## config.mk

```make
export PLATFORM = sky130hd
export DESIGN_NAME = rigid_body_record_validator_flat
export DESIGN_NICKNAME = d
export VERILOG_FILES = /design/src/hw/rtl/rbv_pkg.sv /design/src/hw/rtl/rbv_in_if.sv /design/src/hw/rtl/rbv_out_if.sv /design/src/hw/rtl/rbv_ram.sv /design/src/hw/rtl/rbv_ctrl.sv /design/src/hw/rtl/rbv_datapath.sv /design/src/hw/rtl/rigid_body_record_validator.sv /design/src/flat_wrapper.sv
export SDC_FILE = /design/constraint.sdc
export NUM_CORES = 2
export LEC_CHECK = 0
export BUFFER_PORTS_ARGS = -buffer_cell sky130_fd_sc_hd__buf_2
export CORE_ASPECT_RATIO = 0.6
export CORE_MARGIN = 2
export CORE_UTILIZATION = 60
export CTS_CLUSTER_SIZE = 16
export DETAILED_ROUTE_END_ITERATION = 8
export PLACE_DENSITY_LB_ADDON = 0.05
export REMOVE_ABC_BUFFERS = 1
export SYNTH_ARGS = -nofsm -noshare
export SYNTH_HDL_FRONTEND = slang
export SYNTH_SLANG_ARGS = --single-unit
```

## constraint.sdc

```tcl
create_clock -name i_clk -period 11.3 [get_ports i_clk]
set_input_delay 0.565 -clock i_clk [delete_from_list [all_inputs] [get_ports i_clk]]
set_output_delay 0.565 -clock i_clk [all_outputs]
set_load 0.01 [all_outputs]
```

## src/hw/rtl/rbv_pkg.sv

```systemverilog
`default_nettype none
// ----------------------------------------------------------------------------
// rbv_pkg
// Shared types, constants and the basis-check step table for the rigid-body
// record validator.
// ----------------------------------------------------------------------------
package rbv_pkg;

    localparam int FRAC_BITS_DEF = 30;
    localparam int ROT_DEPTH     = 9;
    localparam int ROT_AW        = 4;
    localparam int TOL_W         = 20;
    localparam int CFG_IDX_W     = 2;
    localparam int NUM_STEPS     = 27;
    localparam int STEP_W        = 5;

    // configuration register indexes
    localparam logic [CFG_IDX_W-1:0] CFG_LEN_TOL  = 2'd0;
    localparam logic [CFG_IDX_W-1:0] CFG_ORTH_TOL = 2'd1;
    localparam logic [CFG_IDX_W-1:0] CFG_DET_TOL  = 2'd2;

    localparam logic [TOL_W-1:0] LEN_TOL_RST  = 20'd26214;
    localparam logic [TOL_W-1:0] ORTH_TOL_RST = 20'd26214;
    localparam logic [TOL_W-1:0] DET_TOL_RST  = 20'd78643;

    // record slots
    localparam logic [4:0] SLOT_POS_LO  = 5'd0;
    localparam logic [4:0] SLOT_POS_HI  = 5'd2;
    localparam logic [4:0] SLOT_ROT_LO  = 5'd3;
    localparam logic [4:0] SLOT_ROT_HI  = 5'd11;
    localparam logic [4:0] SLOT_VEL_LO  = 5'd12;
    localparam logic [4:0] SLOT_VEL_HI  = 5'd14;
    localparam logic [4:0] SLOT_ANG_LO  = 5'd15;
    localparam logic [4:0] SLOT_ANG_HI  = 5'd17;
    localparam logic [4:0] SLOT_COM_LO  = 5'd18;
    localparam logic [4:0] SLOT_COM_HI  = 5'd20;
    localparam logic [4:0] SLOT_MASS    = 5'd21;
    localparam logic [4:0] SLOT_FRIC    = 5'd22;
    localparam logic [4:0] SLOT_BOUNCE  = 5'd23;
    localparam logic [4:0] SLOT_STATE   = 5'd24;
    localparam logic [4:0] SLOT_SOUND   = 5'd25;
    localparam logic [4:0] SLOT_UWATER  = 5'd26;
    localparam logic [4:0] SLOT_LAST    = 5'd27;

    // float32 bit patterns of the bounds
    localparam logic [31:0] F_2P20     = 32'h4980_0000;
    localparam logic [31:0] F_2P16     = 32'h4780_0000;
    localparam logic [31:0] F_MASS_MIN = 32'h38D1_B717;
    localparam logic [31:0] F_MASS_MAX = 32'h4974_2400;
    localparam logic [31:0] F_FRIC_MAX = 32'h461C_4000;
    localparam logic [31:0] F_FLT_MAX  = 32'h7F7F_FFFF;
    localparam logic [31:0] F_ONE      = 32'h3F80_0000;
    localparam logic [31:0] F_ROT_MAX  = 32'h3F80_20C5;
    localparam logic [31:0] NEG_ZERO   = 32'h8000_0000;
    localparam logic [31:0] STATE_MAX  = 32'd2;
    localparam logic [31:0] SOUND_MAX  = 32'd49;

    typedef enum logic [1:0] {
        ST_IDLE,
        ST_RUN,
        ST_DRAIN,
        ST_FIN
    } t_state;

    typedef enum logic [2:0] {
        CHK_NONE,
        CHK_COF,
        CHK_LEN,
        CHK_ORTH,
        CHK_DET
    } t_chk;

    typedef struct packed {
        logic [ROT_AW-1:0] addr_a;
        logic [ROT_AW-1:0] addr_b;
        logic              use_cof;
        logic [1:0]        cof_idx;
        logic              sub;
        logic              first;
        t_chk              chk;
    } t_step;

    typedef struct packed {
        logic              in_ready;
        logic              accept;
        logic              issue;
        logic [STEP_W-1:0] step;
        logic              load_out;
    } t_cmd;

    typedef struct packed {
        logic busy;
        logic out_free;
    } t_stat;

    function automatic t_step mk_step(input logic [ROT_AW-1:0] a, input logic [ROT_AW-1:0] b,
                                      input logic uc, input logic [1:0] ci, input logic sb,
                                      input logic fs, input t_chk ck);
        t_step s;
        s.addr_a  = a;
        s.addr_b  = b;
        s.use_cof = uc;
        s.cof_idx = ci;
        s.sub     = sb;
        s.first   = fs;
        s.chk     = ck;
        return s;
    endfunction

    // cofactors first, then row lengths, row dot products, determinant
    function automatic t_step step_info(input logic [STEP_W-1:0] k);
        t_step s;
        case (k)
            5'd0:  s = mk_step(4'd4, 4'd8, 1'b0, 2'd0, 1'b0, 1'b1, CHK_NONE);
            5'd1:  s = mk_step(4'd5, 4'd7, 1'b0, 2'd0, 1'b1, 1'b0, CHK_COF);
            5'd2:  s = mk_step(4'd3, 4'd8, 1'b0, 2'd1, 1'b0, 1'b1, CHK_NONE);
            5'd3:  s = mk_step(4'd5, 4'd6, 1'b0, 2'd1, 1'b1, 1'b0, CHK_COF);
            5'd4:  s = mk_step(4'd3, 4'd7, 1'b0, 2'd2, 1'b0, 1'b1, CHK_NONE);
            5'd5:  s = mk_step(4'd4, 4'd6, 1'b0, 2'd2, 1'b1, 1'b0, CHK_COF);
            5'd6:  s = mk_step(4'd0, 4'd0, 1'b0, 2'd0, 1'b0, 1'b1, CHK_NONE);
            5'd7:  s = mk_step(4'd1, 4'd1, 1'b0, 2'd0, 1'b0, 1'b0, CHK_NONE);
            5'd8:  s = mk_step(4'd2, 4'd2, 1'b0, 2'd0, 1'b0, 1'b0, CHK_LEN);
            5'd9:  s = mk_step(4'd3, 4'd3, 1'b0, 2'd0, 1'b0, 1'b1, CHK_NONE);
            5'd10: s = mk_step(4'd4, 4'd4, 1'b0, 2'd0, 1'b0, 1'b0, CHK_NONE);
            5'd11: s = mk_step(4'd5, 4'd5, 1'b0, 2'd0, 1'b0, 1'b0, CHK_LEN);
            5'd12: s = mk_step(4'd6, 4'd6, 1'b0, 2'd0, 1'b0, 1'b1, CHK_NONE);
            5'd13: s = mk_step(4'd7, 4'd7, 1'b0, 2'd0, 1'b0, 1'b0, CHK_NONE);
            5'd14: s = mk_step(4'd8, 4'd8, 1'b0, 2'd0, 1'b0, 1'b0, CHK_LEN);
            5'd15: s = mk_step(4'd0, 4'd3, 1'b0, 2'd0, 1'b0, 1'b1, CHK_NONE);
            5'd16: s = mk_step(4'd1, 4'd4, 1'b0, 2'd0, 1'b0, 1'b0, CHK_NONE);
            5'd17: s = mk_step(4'd2, 4'd5, 1'b0, 2'd0, 1'b0, 1'b0, CHK_ORTH);
            5'd18: s = mk_step(4'd0, 4'd6, 1'b0, 2'd0, 1'b0, 1'b1, CHK_NONE);
            5'd19: s = mk_step(4'd1, 4'd7, 1'b0, 2'd0, 1'b0, 1'b0, CHK_NONE);
            5'd20: s = mk_step(4'd2, 4'd8, 1'b0, 2'd0, 1'b0, 1'b0, CHK_ORTH);
            5'd21: s = mk_step(4'd3, 4'd6, 1'b0, 2'd0, 1'b0, 1'b1, CHK_NONE);
            5'd22: s = mk_step(4'd4, 4'd7, 1'b0, 2'd0, 1'b0, 1'b0, CHK_NONE);
            5'd23: s = mk_step(4'd5, 4'd8, 1'b0, 2'd0, 1'b0, 1'b0, CHK_ORTH);
            5'd24: s = mk_step(4'd0, 4'd0, 1'b1, 2'd0, 1'b0, 1'b1, CHK_NONE);
            5'd25: s = mk_step(4'd1, 4'd0, 1'b1, 2'd1, 1'b1, 1'b0, CHK_NONE);
            5'd26: s = mk_step(4'd2, 4'd0, 1'b1, 2'd2, 1'b0, 1'b0, CHK_DET);
            default: s = mk_step(4'd0, 4'd0, 1'b0, 2'd0, 1'b0, 1'b1, CHK_NONE);
        endcase
        return s;
    endfunction

endpackage
`default_nettype wire

```

## src/hw/rtl/rbv_in_if.sv

```systemverilog
`default_nettype none
// ----------------------------------------------------------------------------
// rbv_in_if
// Input channel: one record word tagged with its slot.
// ----------------------------------------------------------------------------
interface rbv_in_if;
    logic        valid;
    logic        ready;
    logic [4:0]  slot;
    logic [31:0] word;

    modport source (output valid, output slot, output word, input ready);
    modport sink   (input valid, input slot, input word, output ready);
endinterface
`default_nettype wire

```

## src/hw/rtl/rbv_out_if.sv

```systemverilog
`default_nettype none
// ----------------------------------------------------------------------------
// rbv_out_if
// Result channel: record verdict and masked underwater bit.
// ----------------------------------------------------------------------------
interface rbv_out_if;
    logic valid;
    logic ready;
    logic record_ok;
    logic underwater_bit;

    modport source (output valid, output record_ok, output underwater_bit, input ready);
    modport sink   (input valid, input record_ok, input underwater_bit, output ready);
endinterface
`default_nettype wire

```

## src/hw/rtl/rbv_ram.sv

```systemverilog
`default_nettype none
// ----------------------------------------------------------------------------
// rbv_ram
// Generic RAM: one write port, two registered read ports.
// ----------------------------------------------------------------------------
module rbv_ram #(
    parameter int WIDTH = 32,
    parameter int DEPTH = 9
) (
    input  wire logic                     i_clk,
    input  wire logic                     i_we,
    input  wire logic [$clog2(DEPTH)-1:0] i_waddr,
    input  wire logic [WIDTH-1:0]         i_wdata,
    input  wire logic [$clog2(DEPTH)-1:0] i_raddr_a,
    input  wire logic [$clog2(DEPTH)-1:0] i_raddr_b,
    output logic      [WIDTH-1:0]         o_rdata_a,
    output logic      [WIDTH-1:0]         o_rdata_b
);
    logic [WIDTH-1:0] r_mem [DEPTH];

    always_ff @(posedge i_clk) begin
        if (i_we) begin
            r_mem[i_waddr] <= i_wdata;
        end
        o_rdata_a <= r_mem[i_raddr_a];
        o_rdata_b <= r_mem[i_raddr_b];
    end
endmodule
`default_nettype wire

```

## src/hw/rtl/rbv_ctrl.sv

```systemverilog
`default_nettype none
// ----------------------------------------------------------------------------
// rbv_ctrl
// Sequencer: takes words, then steps the basis check through the datapath.
// ----------------------------------------------------------------------------
module rbv_ctrl
    import rbv_pkg::*;
(
    input  wire logic       i_clk,
    input  wire logic       i_rst_n,
    input  wire logic       i_in_valid,
    input  wire logic [4:0] i_slot,
    input  wire t_stat      i_stat,
    output t_cmd            o_cmd
);
    t_state            r_state, n_state;
    logic [STEP_W-1:0] r_step,  n_step;

    always_ff @(posedge i_clk) begin
        if (!i_rst_n) begin
            r_state <= ST_IDLE;
            r_step  <= '0;
        end else begin
            r_state <= n_state;
            r_step  <= n_step;
        end
    end

    always_comb begin
        n_state = r_state;
        n_step  = '0;
        case (r_state)
            ST_IDLE: begin
                if (i_in_valid && i_slot == SLOT_LAST) begin
                    n_state = ST_RUN;
                end
            end
            ST_RUN: begin
                n_step = r_step + 1'b1;
                if (r_step == STEP_W'(NUM_STEPS - 1)) begin
                    n_state = ST_DRAIN;
                end
            end
            ST_DRAIN: begin
                if (!i_stat.busy) begin
                    n_state = ST_FIN;
                end
            end
            ST_FIN: begin
                // hold until the output register can take the verdict
                if (i_stat.out_free) begin
                    n_state = ST_IDLE;
                end
            end
            default: n_state = ST_IDLE;
        endcase
    end

    always_comb begin
        o_cmd          = '0;
        o_cmd.step     = r_step;
        case (r_state)
            ST_IDLE: begin
                o_cmd.in_ready = 1'b1;
                o_cmd.accept   = i_in_valid;
            end
            ST_RUN:   o_cmd.issue    = 1'b1;
            ST_DRAIN: o_cmd.issue    = 1'b0;
            ST_FIN:   o_cmd.load_out = i_stat.out_free;
            default:  o_cmd.issue    = 1'b0;
        endcase
    end

    a_step_range: assert property (@(posedge i_clk) disable iff (!i_rst_n)
        r_state == ST_RUN |-> r_step < STEP_W'(NUM_STEPS))
        else $error("step counter past end of table");
    a_run_on_last: assert property (@(posedge i_clk) disable iff (!i_rst_n)
        $rose(r_state == ST_RUN) |-> $past(o_cmd.accept && i_slot == SLOT_LAST))
        else $error("check started without a last-slot transaction");
    a_load_idle: assert property (@(posedge i_clk) disable iff (!i_rst_n)
        o_cmd.load_out |=> r_state == ST_IDLE)
        else $error("controller did not return to idle after load");
endmodule
`default_nettype wire

```

## src/hw/rtl/rbv_datapath.sv

```systemverilog
`default_nettype none
// ----------------------------------------------------------------------------
// rbv_datapath
// Word range checks, rotation store, shared multiply-accumulate for the
// basis check, tolerance registers and the result register.
// ----------------------------------------------------------------------------
module rbv_datapath
    import rbv_pkg::*;
#(
    parameter int FRAC_BITS = FRAC_BITS_DEF
) (
    input  wire logic                 i_clk,
    input  wire logic                 i_rst_n,
    input  wire t_cmd                 i_cmd,
    output t_stat                     o_stat,
    input  wire logic [4:0]           i_slot,
    input  wire logic [31:0]          i_word,
    input  wire logic                 i_cfg_we,
    input  wire logic [CFG_IDX_W-1:0] i_cfg_idx,
    input  wire logic [TOL_W-1:0]     i_cfg_data,
    output logic                      o_out_valid,
    input  wire logic                 i_out_ready,
    output logic                      o_record_ok,
    output logic                      o_underwater_bit
);
    localparam int W   = FRAC_BITS + 2;
    localparam int CW  = W + 1;
    localparam int PW  = 2 * CW;
    localparam int AW  = PW + 2;
    localparam int TSH = 2 * FRAC_BITS - TOL_W;

    logic [TOL_W-1:0] r_len_tol, r_orth_tol, r_det_tol;
    logic             r_run_ok, r_uw, r_basis_ok;

    // ---------------- word checks ----------------
    logic          word_ok;
    logic [30:0]   mag;
    logic          rot_we;
    logic [W-1:0]  rot_fix;
    logic [W-1:0]  rot_wdata;

    assign mag = i_word[30:0];

    always_comb begin
        word_ok = 1'b1;
        if (i_slot <= SLOT_POS_HI || (i_slot >= SLOT_VEL_LO && i_slot <= SLOT_VEL_HI) ||
            (i_slot >= SLOT_COM_LO && i_slot <= SLOT_COM_HI)) begin
            word_ok = {1'b0, mag} <= F_2P20;
        end else if (i_slot <= SLOT_ROT_HI) begin
            word_ok = {1'b0, mag} <= F_ROT_MAX;
        end else if (i_slot <= SLOT_ANG_HI) begin
            word_ok = {1'b0, mag} <= F_2P16;
        end else if (i_slot == SLOT_MASS) begin
            word_ok = i_word >= F_MASS_MIN && i_word <= F_MASS_MAX;
        end else if (i_slot == SLOT_FRIC) begin
            word_ok = i_word <= F_FRIC_MAX || i_word == NEG_ZERO || i_word == F_FLT_MAX;
        end else if (i_slot == SLOT_BOUNCE) begin
            word_ok = i_word <= F_ONE || i_word == NEG_ZERO;
        end else if (i_slot == SLOT_STATE) begin
            word_ok = i_word <= STATE_MAX;
        end else if (i_slot == SLOT_SOUND) begin
            word_ok = i_word <= SOUND_MAX;
        end else if (i_slot == SLOT_UWATER) begin
            word_ok = i_word[7:0] <= 8'd1;
        end else begin
            word_ok = !i_word[31];
        end
    end

    // float to fixed, truncated toward zero
    always_comb begin
        logic [63:0] mant;
        logic [63:0] m_abs;
        int          sh;
        mant = {40'd0, 1'b1, i_word[22:0]};
        sh   = int'(i_word[30:23]) - 150 + FRAC_BITS;
        if (i_word[30:23] == 8'd0) begin
            m_abs = '0;
        end else if (sh >= 0) begin
            m_abs = mant << sh;
        end else if (-sh >= 24) begin
            m_abs = '0;
        end else begin
            m_abs = mant >> (-sh);
        end
        if (i_word[31]) begin
            m_abs = -m_abs;
        end
        rot_fix = m_abs[W-1:0];
    end

    assign rot_we    = i_cmd.accept && i_slot >= SLOT_ROT_LO && i_slot <= SLOT_ROT_HI;
    assign rot_wdata = word_ok ? rot_fix : '0;

    // ---------------- basis check pipeline ----------------
    t_step             st0, r_st1, r_st2;
    logic              r_v1, r_v2;
    logic [W-1:0]      rd_a, rd_b;
    logic signed [CW-1:0] r_cof [3];
    logic signed [CW-1:0] mul_a, mul_b;
    logic signed [PW-1:0] r_prod;
    logic signed [AW-1:0] r_acc, acc_base, acc_val, prod_ext, centre, tol_sh;
    logic [TOL_W-1:0]  tol_sel;
    logic              in_tol;

    assign st0 = step_info(i_cmd.step);

    rbv_ram #(.WIDTH(W), .DEPTH(ROT_DEPTH)) u_rot_ram (
        .i_clk     (i_clk),
        .i_we      (rot_we),
        .i_waddr   (ROT_AW'(i_slot - SLOT_ROT_LO)),
        .i_wdata   (rot_wdata),
        .i_raddr_a (st0.addr_a),
        .i_raddr_b (st0.addr_b),
        .o_rdata_a (rd_a),
        .o_rdata_b (rd_b)
    );

    assign mul_a = {rd_a[W-1], rd_a};
    assign mul_b = r_st1.use_cof ? r_cof[r_st1.cof_idx] : {rd_b[W-1], rd_b};

    assign prod_ext = AW'(r_prod);
    assign acc_base = r_st2.first ? '0 : r_acc;
    assign acc_val  = r_st2.sub ? acc_base - prod_ext : acc_base + prod_ext;

    always_comb begin
        centre  = '0;
        tol_sel = r_orth_tol;
        case (r_st2.chk)
            CHK_LEN: begin
                centre  = AW'(1) <<< (2 * FRAC_BITS);
                tol_sel = r_len_tol;
            end
            CHK_DET: begin
                centre  = AW'(1) <<< (2 * FRAC_BITS);
                tol_sel = r_det_tol;
            end
            default: begin
                centre  = '0;
                tol_sel = r_orth_tol;
            end
        endcase
    end

    assign tol_sh = AW'(tol_sel) <<< TSH;
    assign in_tol = acc_val >= centre - tol_sh && acc_val <= centre + tol_sh;

    always_ff @(posedge i_clk) begin
        if (!i_rst_n) begin
            r_v1 <= 1'b0;
            r_v2 <= 1'b0;
        end else begin
            r_v1 <= i_cmd.issue;
            r_v2 <= r_v1;
        end
    end

    always_ff @(posedge i_clk) begin
        r_st1 <= st0;
        if (r_v1) begin
            r_prod <= mul_a * mul_b;
            r_st2  <= r_st1;
        end
        if (r_v2) begin
            r_acc <= acc_val;
            if (r_st2.chk == CHK_COF) begin
                r_cof[r_st2.cof_idx] <= CW'(acc_val >>> FRAC_BITS);
            end
        end
    end

    // ---------------- record flags, config, result ----------------
    always_ff @(posedge i_clk) begin
        if (!i_rst_n) begin
            r_len_tol   <= LEN_TOL_RST;
            r_orth_tol  <= ORTH_TOL_RST;
            r_det_tol   <= DET_TOL_RST;
            r_run_ok    <= 1'b1;
            r_uw        <= 1'b0;
            r_basis_ok  <= 1'b1;
            o_out_valid <= 1'b0;
        end else begin
            if (i_cfg_we) begin
                case (i_cfg_idx)
                    CFG_LEN_TOL:  r_len_tol  <= i_cfg_data;
                    CFG_ORTH_TOL: r_orth_tol <= i_cfg_data;
                    CFG_DET_TOL:  r_det_tol  <= i_cfg_data;
                    default:      r_len_tol  <= r_len_tol;
                endcase
            end
            if (i_cmd.accept && i_slot <= SLOT_LAST) begin
                r_run_ok <= r_run_ok & word_ok;
                if (i_slot == SLOT_UWATER) begin
                    r_uw <= i_word[0];
                end
            end
            if (r_v2 && r_st2.chk != CHK_NONE && r_st2.chk != CHK_COF && !in_tol) begin
                r_basis_ok <= 1'b0;
            end
            if (i_cmd.load_out) begin
                o_out_valid <= 1'b1;
                r_run_ok    <= 1'b1;
                r_uw        <= 1'b0;
                r_basis_ok  <= 1'b1;
            end else if (i_out_ready) begin
                o_out_valid <= 1'b0;
            end
        end
    end

    always_ff @(posedge i_clk) begin
        if (i_cmd.load_out) begin
            o_record_ok      <= r_run_ok & r_basis_ok;
            o_underwater_bit <= r_run_ok & r_basis_ok & r_uw;
        end
    end

    assign o_stat.busy     = r_v1 | r_v2;
    assign o_stat.out_free = !o_out_valid | i_out_ready;

    a_out_from_load: assert property (@(posedge i_clk) disable iff (!i_rst_n)
        $rose(o_out_valid) |-> $past(i_cmd.load_out))
        else $error("result appeared without a load");
    a_flags_rearm: assert property (@(posedge i_clk) disable iff (!i_rst_n)
        i_cmd.load_out |=> r_run_ok && r_basis_ok && !r_uw)
        else $error("record flags not rearmed after result");
endmodule
`default_nettype wire

```

## src/hw/rtl/rigid_body_record_validator.sv

```systemverilog
`default_nettype none
// ----------------------------------------------------------------------------
// rigid_body_record_validator
// Checks a 28-word rigid-body record and its rotation basis; one verdict per
// record.
// ----------------------------------------------------------------------------
//  channel   dir  width        payload
//  i_in      in   5 + 32       slot, word
//  o_out     out  1 + 1        record_ok, underwater_bit
//  i_cfg_*   in   2 + 20       register index, tolerance
//
//  Words are taken one per cycle while the sequencer is idle. After the
//  last-slot word the shared multiplier walks 27 products (cofactors, row
//  lengths, dot products, determinant) through a three-stage pipeline; no
//  word is taken while the products issue, the pipeline drains and the
//  verdict loads.
//  Reset is synchronous, active low; the rotation store is not cleared.
//  A waiting result still lets the next record's words in; that record's
//  verdict then holds, and no word is taken until the result register frees.
// ----------------------------------------------------------------------------
module rigid_body_record_validator
    import rbv_pkg::*;
#(
    parameter int FRAC_BITS = FRAC_BITS_DEF
) (
    input  wire logic                 i_clk,
    input  wire logic                 i_rst_n,
    rbv_in_if.sink                    i_in,
    rbv_out_if.source                 o_out,
    input  wire logic                 i_cfg_we,
    input  wire logic [CFG_IDX_W-1:0] i_cfg_idx,
    input  wire logic [TOL_W-1:0]     i_cfg_data
);
    t_cmd  cmd;
    t_stat stat;

    rbv_ctrl u_ctrl (
        .i_clk      (i_clk),
        .i_rst_n    (i_rst_n),
        .i_in_valid (i_in.valid),
        .i_slot     (i_in.slot),
        .i_stat     (stat),
        .o_cmd      (cmd)
    );

    rbv_datapath #(.FRAC_BITS(FRAC_BITS)) u_dp (
        .i_clk            (i_clk),
        .i_rst_n          (i_rst_n),
        .i_cmd            (cmd),
        .o_stat           (stat),
        .i_slot           (i_in.slot),
        .i_word           (i_in.word),
        .i_cfg_we         (i_cfg_we),
        .i_cfg_idx        (i_cfg_idx),
        .i_cfg_data       (i_cfg_data),
        .o_out_valid      (o_out.valid),
        .i_out_ready      (o_out.ready),
        .o_record_ok      (o_out.record_ok),
        .o_underwater_bit (o_out.underwater_bit)
    );

    assign i_in.ready = cmd.in_ready;
endmodule
`default_nettype wire
```

## src/flat_wrapper.sv

```systemverilog
// flat-port wrapper written by rule: the top's interface ports become plain ports
module rigid_body_record_validator_flat import rbv_pkg::*;
#(
    parameter int FRAC_BITS = FRAC_BITS_DEF
)
  (i_clk, i_rst_n, i_cfg_we, i_cfg_idx, i_cfg_data, i_in_valid, i_in_slot, i_in_word, i_in_ready, o_out_valid, o_out_record_ok, o_out_underwater_bit, o_out_ready);
  rbv_in_if i_in_i ();
  rbv_out_if o_out_i ();
  input  wire logic i_clk;
  input  wire logic i_rst_n;
  input  wire logic i_cfg_we;
  input  wire logic [CFG_IDX_W-1:0] i_cfg_idx;
  input  wire logic [TOL_W-1:0] i_cfg_data;
  input wire logic [$bits(i_in_i.valid)-1:0] i_in_valid;
  input wire logic [$bits(i_in_i.slot)-1:0] i_in_slot;
  input wire logic [$bits(i_in_i.word)-1:0] i_in_word;
  output wire logic [$bits(i_in_i.ready)-1:0] i_in_ready;
  output wire logic [$bits(o_out_i.valid)-1:0] o_out_valid;
  output wire logic [$bits(o_out_i.record_ok)-1:0] o_out_record_ok;
  output wire logic [$bits(o_out_i.underwater_bit)-1:0] o_out_underwater_bit;
  input wire logic [$bits(o_out_i.ready)-1:0] o_out_ready;
  assign i_in_i.valid = i_in_valid;
  assign i_in_i.slot = i_in_slot;
  assign i_in_i.word = i_in_word;
  assign i_in_ready = i_in_i.ready;
  assign o_out_valid = o_out_i.valid;
  assign o_out_record_ok = o_out_i.record_ok;
  assign o_out_underwater_bit = o_out_i.underwater_bit;
  assign o_out_i.ready = o_out_ready;
  rigid_body_record_validator #(.FRAC_BITS(FRAC_BITS)) u_core (.i_clk(i_clk), .i_rst_n(i_rst_n), .i_in(i_in_i), .o_out(o_out_i), .i_cfg_we(i_cfg_we), .i_cfg_idx(i_cfg_idx), .i_cfg_data(i_cfg_data));
endmodule
```

Word level (Yosys, flattened, before mapping). Memories as Yosys holds them, arrays and structs flattened. A register that Yosys moved wholly into a read port is not among the register bits. Index checks and enable logic that the tools add are counted.

Register bits: 223. Memory bits (writable): 387. Memory bits (read-only): 512. Output and inout bits: 4. Word-level logic and storage cells: 159. Memories kept: 3.

Add/sub/neg operators: 10. $mul: 1. $lt $le $gt $ge: 23. Eq/ne operators: 23. Shift-type cells: 2. Multiplexer cells: 35. Bitwise logic cells: 6. Reduce and logical (&&, ||, !) cells: 32.

Memories: (name not given) (words 32, width 16, rd ports 1, clocked after memory_dff 1, write ports 0, RTL line rbv_pkg.sv:113) `case (k)`; u_core.u_dp.u_rot_ram.r_mem (words 9, width 32, rd ports 2, clocked after memory_dff 2, write ports 1, RTL line rbv_ram.sv:19) `logic [WIDTH-1:0] r_mem [DEPTH];`; u_core.u_dp.r_cof (words 3, width 33, rd ports 1, clocked after memory_dff 1, write ports 1, RTL line rbv_datapath.sv:99) `logic signed [CW-1:0] r_cof [3];`.

Operators with widths (count): 2-to-1 mux 32 bit (5); 2-to-1 mux 68 bit (2); adder 68 x 61 -> 68 bit (1); adder 68 x 65 -> 68 bit (1); greater-or-equal comparator 68 bit (1); <= comparator 68 bit (1); subtractor 68 x 61 -> 68 bit (1); subtractor 68 x 65 -> 68 bit (1); multiplier 32 x 33 -> 65 bit (1); <= comparator 32 x 31 -> 1 bit (second input constant) (2); <= comparator 31 bit (second input constant) (2); 2-to-1 mux 61 bit (1); equality test 5 bit (second input constant) (8); one-hot mux 20 bit (2 select lines) (1); 2-to-1 mux 33 bit (1); equality test 32 x 31 -> 1 bit (second input constant) (1); equality test 32 bit (second input constant) (1); greater-or-equal comparator 32 x 30 -> 1 bit (second input constant) (1); greater-or-equal comparator 32 x 6 -> 1 bit (second input constant) (1); <= comparator 32 x 2 -> 1 bit (second input constant) (1); <= comparator 32 x 30 -> 1 bit (second input constant) (1); <= comparator 32 x 6 -> 1 bit (second input constant) (1); negator 10 -> 32 bit (1); negator 32 bit (1); 39 further kinds (94).

Longest topological paths before layout.
Depth after elaboration: 11. Mapped depth: 36.

Hierarchy. Synthesis repeated with hierarchy kept, for this count alone.

Cell total of the unflattened synthesis: 8054. Area total of the unflattened synthesis: 79248.5 µm².

By module, submodules not included: rbv_datapath (instances 1, cells an instance 7056, area an instance 63607.3 µm², sequential area each 8718.4 µm²); rbv_ram (instances 1, cells an instance 955, area an instance 15250.9 µm², sequential area each 9929.5 µm²); rbv_ctrl (instances 1, cells an instance 43, area an instance 390.4 µm², sequential area each 140.1 µm²).

Worst setup path after synthesis. OpenSTA, ideal clock, no wires.

Path type: reg-to-reg. Start point: register, netlist name u_core.u_dp.r_st1[5]. End point: register, netlist name u_core.u_dp.r_prod[64]. Library setup time: 0.260 ns. Arrival time: 9.164 ns. Data required time: 11.040 ns. Path slack: 1.876 ns. Cell stages (with the launch flop): 33. Cell sequence: dfxtp_1 clkbuf_1 clkbuf_1 mux2i_1 o21ai_0 mux2_2 clkbuf_1 and2_1 fa_1 fa_1 fa_1 inv_1 fa_1 inv_1 fa_1 inv_1 fa_1 inv_1 fa_1 fa_1 ha_1 and3_1 a221oi_1 o221ai_1 o211a_1 o21a_1 o31ai_1 o21ai_1 o41a_1 a211o_1 a221o_1 a21oi_1 xnor2_1.

==> results_dict.tcl <==
set metrics [dict create \
    status "completed" \
    worstSetupPathType "reg -> reg" \
    critical_path.startpoint "u_core.u_dp.r_st1[5]" \
    root_buffer_selected_by_cts "clkbuf_16" \
    grt_start_max_net_pins 74 \
    routed-via-count 57400 \
    hold_violations 0 \
    cp_max_fo 32 \
    sequential_cell_area_mm2 0.0191 \
    fin_crit_ps 10540 \
    path_clk_slew_ps 70 \
    die_area_mm2 0.132 \
    nets 8998 \
    period_share 0.932 \
    finalWeightedCongestion 1.03 \
    postRouteWirelength_mm 240 \
    fmax_ghz 0.0949 \
    drt_drc_violations_left 0 \
    place_worst_setup_slack_ps 872 \
    worst_r2r_endpoint "u_core.u_dp.r_prod[64]" \
    min_path_cells 3 \
    r2r.worst_path.cells 29 \
    finalSetupTns_ps 0 \
    portBuffers 67 \
    required_time_at_the_worst_slack_endpoint_ps 11650 \
    hold-path-endpoint "u_core.u_dp.r_det_tol[9]" \
    met3WireLength_mm 35.6 \
    groute.usage.overall 0.372 \
    number_of_routed_nets_with_antenna_violations 0 \
    ys.warnings.count 0 \
    critical_path.startpoint_type "flop" \
    worstSetupEndpointType "flop" \
    netlist.top_cell.by_area "fa_1" \
    die-height_um 282 \
    syn-instance-count 7635 \
    hold_path_class "in -> reg" \
    final-setup-viol-count 0 \
    synthesis.area_mm2 0.0775 \
    syn_avg_cell_area_um2 10.2 \
    met2RoutedLength_mm 92.2 \
    routed.top_layer "met5" \
    post-dp-hpwl_mm 188 \
    tritoncts "built" \
    max-cap-violations 0 \
    clock_path_buffers 3 \
    ctsHoldBuffers 0 \
    post_layout_utilization_of_the_core 0.636 \
    insertion_delay_ps 670 \
    timing.critical_path.mode_cell "fa_1" \
    drt-vias-per-instance 6.20 \
    io_pins 68 \
    grt.overflow.total 0 \
    layout-drive-gt1-share 0.0841 \
    cts_resized 0 \
    multi_input_area_mm2 0.0524 \
    final_cell_count_no_fill 9262 \
    postCtsSetupBuffers 0 \
    critPathSlowestCell "mux2_2" \
    drt-initial-drc-count 6858 \
    clock_skew_ps 47.4 \
    dp.cells 9134 \
    yosys.area.top_type_share 0.287 \
    post-route-worst-setup-slack_ps 764 \
    syn_to_final_growth_pct 5.47 \
    die_width_um 468 \
    rows 102 \
    worstHoldStart "i_cfg_data[9]" \
    cts_buffers 67 \
    r2r-start "u_core.u_dp.r_st1[5]" \
    initial_antenna_violation_count 10 \
    number_of_fill_cells_in_the_layout 10500 \
    synth-main-ff-cell "edfxtp_1" \
    cp_slowest_stage_delay_ps 710 \
    grt_pass1_wl_mm 364 \
    synth_sequential_area_ratio 0.246 \
    reg2reg_setup_slack_ps 760 \
    synth.ff_latch_count 690 \
    cts_max_level 3 \
    worstMarginPinSlew_ps 1410 \
    post_synth_main_area_contributors "fa_1 (29%), edfxtp_1 (20%), inv_1 (5.7%), ha_1 (5.4%), mux4_2 (4.9%)" \
    synth_top_cells_by_count "inv_1 (1,178), fa_1 (1,113), nand2_1 (923)" \
    vias_in_the_first_global_route 56500 \
    grt_setup_unrepaired "false" \
    route.layer.met1.wl_mm 108 \
    critical_path_arrival_ps 10890 \
    floorplan.initialDensity 0.603 \
    number_of_flops_mapped_to_enable_cells_by_yosys 529 \
    drt_first_pass_iters 6 \
    cts_num_sinks 690 \
    synthDistinctLibCells 115 \
    slew_viol_final 0 \
    average_wire_per_cell_in_the_routed_design_um 26.0 \
    postSynth.asyncResetShare 0 \
    slew_headroom 0.0611 \
    core_region_area_mm2 0.129 \
    synth.most_common_cell "inv_1" \
]
[how the worst max path moves through the flow]
stage / depth (start not counted) / slack [ps] / to
floorplan: 31 / 480 / u_core.u_dp.r_prod[64]
global placement: 29 / 1060 / u_core.u_dp.r_prod[64]
detailed placement: 29 / 870 / u_core.u_dp.r_prod[64]
CTS: 29 / 890 / u_core.u_dp.r_prod[64]
global route: 31 / 490 / u_core.u_dp.r_prod[63]
finish: 29 / 760 / u_core.u_dp.r_prod[64]
[critical path: cells and delay by family, from the launching register on]
kind / cells / cell delay, ps
flops: 1 / 380
mux: 2 / 830
simple gates: 2 / 370
compound gates: 11 / 3260
fa+ha+maj: 9 / 4800
xor+xnor: 1 / 90
buf+inv: 4 / 460
[routing by layer]
metal / track usage / vias to the layer above
met5: 0.0123 / -
met4: 0.0651 / 11
met3: 0.147 / 281
met2: 0.479 / 3297
met1: 0.589 / 29200
li1: - / 24600
[state kept, by name (all words and copies together) (netlist names), 2 cells and up]
signal and flops:
u_core.u_ctrl.r_state 2, u_core.u_ctrl.r_step 5, u_core.u_dp.r_st1 8, u_core.u_dp.r_len_tol 20, u_core.u_dp.r_cof 99, u_core.u_dp.r_st2 7, u_core.u_dp.r_prod 65, u_core.u_dp.u_rot_ram.o_rdata_a 32
u_core.u_dp.r_det_tol 20, u_core.u_dp.u_rot_ram.o_rdata_b 32, u_core.u_dp.r_orth_tol 20, u_core.u_dp.st0 16, u_core.u_dp.u_rot_ram.r_mem 288, u_core.u_dp.r_acc 68
[through the flow]
step / hold slack [ps] / area [um2]
after floorplan: 310 / 75800
after global placement: 313 / 79500
after detailed placement: 315 / 79500
after CTS: 95.8 / 81800
after global routing: 122 / 81800
final: 138 / 81800
[layout by cell type (no fill, tap or decap), drive strengths merged, types with 12 or more instances in the layout]
cell,n
a41oi,12
a21o,93
o211ai,23
nand3,105
xnor2,191
nor3,85
o21bai,22
and3,34
o31ai,22
a211oi,17
ha,334
and4,12
or2,20
a22o,25
a31oi,44
mux2,43
nor4,28
a21oi,297
buf,205
edfxtp,529
dfxtp,161
nor2b,100
inv,1189
o21ai,236
o21a,34
fa,1113
clkinv,20
mux4,169
nand2,923
nand2b,37
or3,16
nand4,48
a21boi,15
and2,562
clkbuf,96
nor3b,14
xor2,68
mux2i,148
nor2,267
[cells by family (layout without fill, tap and decap cells)]
kind of cell               Yosys count  count (layout)  share of synthesized area
and+or+nand+nor                   2298            2298                      0.148
adders and majority gates         1447            1447                      0.341
other                                0               4                          0
xor gates and xnor gates           261             261                     0.0302
AOI/OAI and AO/OA                  974             974                     0.0807
buffers and inverters             1605            1512                     0.0794
DFF                                690             690                      0.246
muxes                              360             360                     0.0744
[layout make-up]
type	instances	share of cell area
multi-input combinational	5340	0.641
sequential	690	0.234
inverter	1183	0.0543
tap	1716	0.0263
clock buffer	96	0.0235
timing repair buffer	205	0.0173
clock inverter	28	0.00392
antenna	4	0.000122
Power is left out: the tool's default activity adds up to more than one toggle a clock period on the data nets, which glitch-free logic cannot reach.
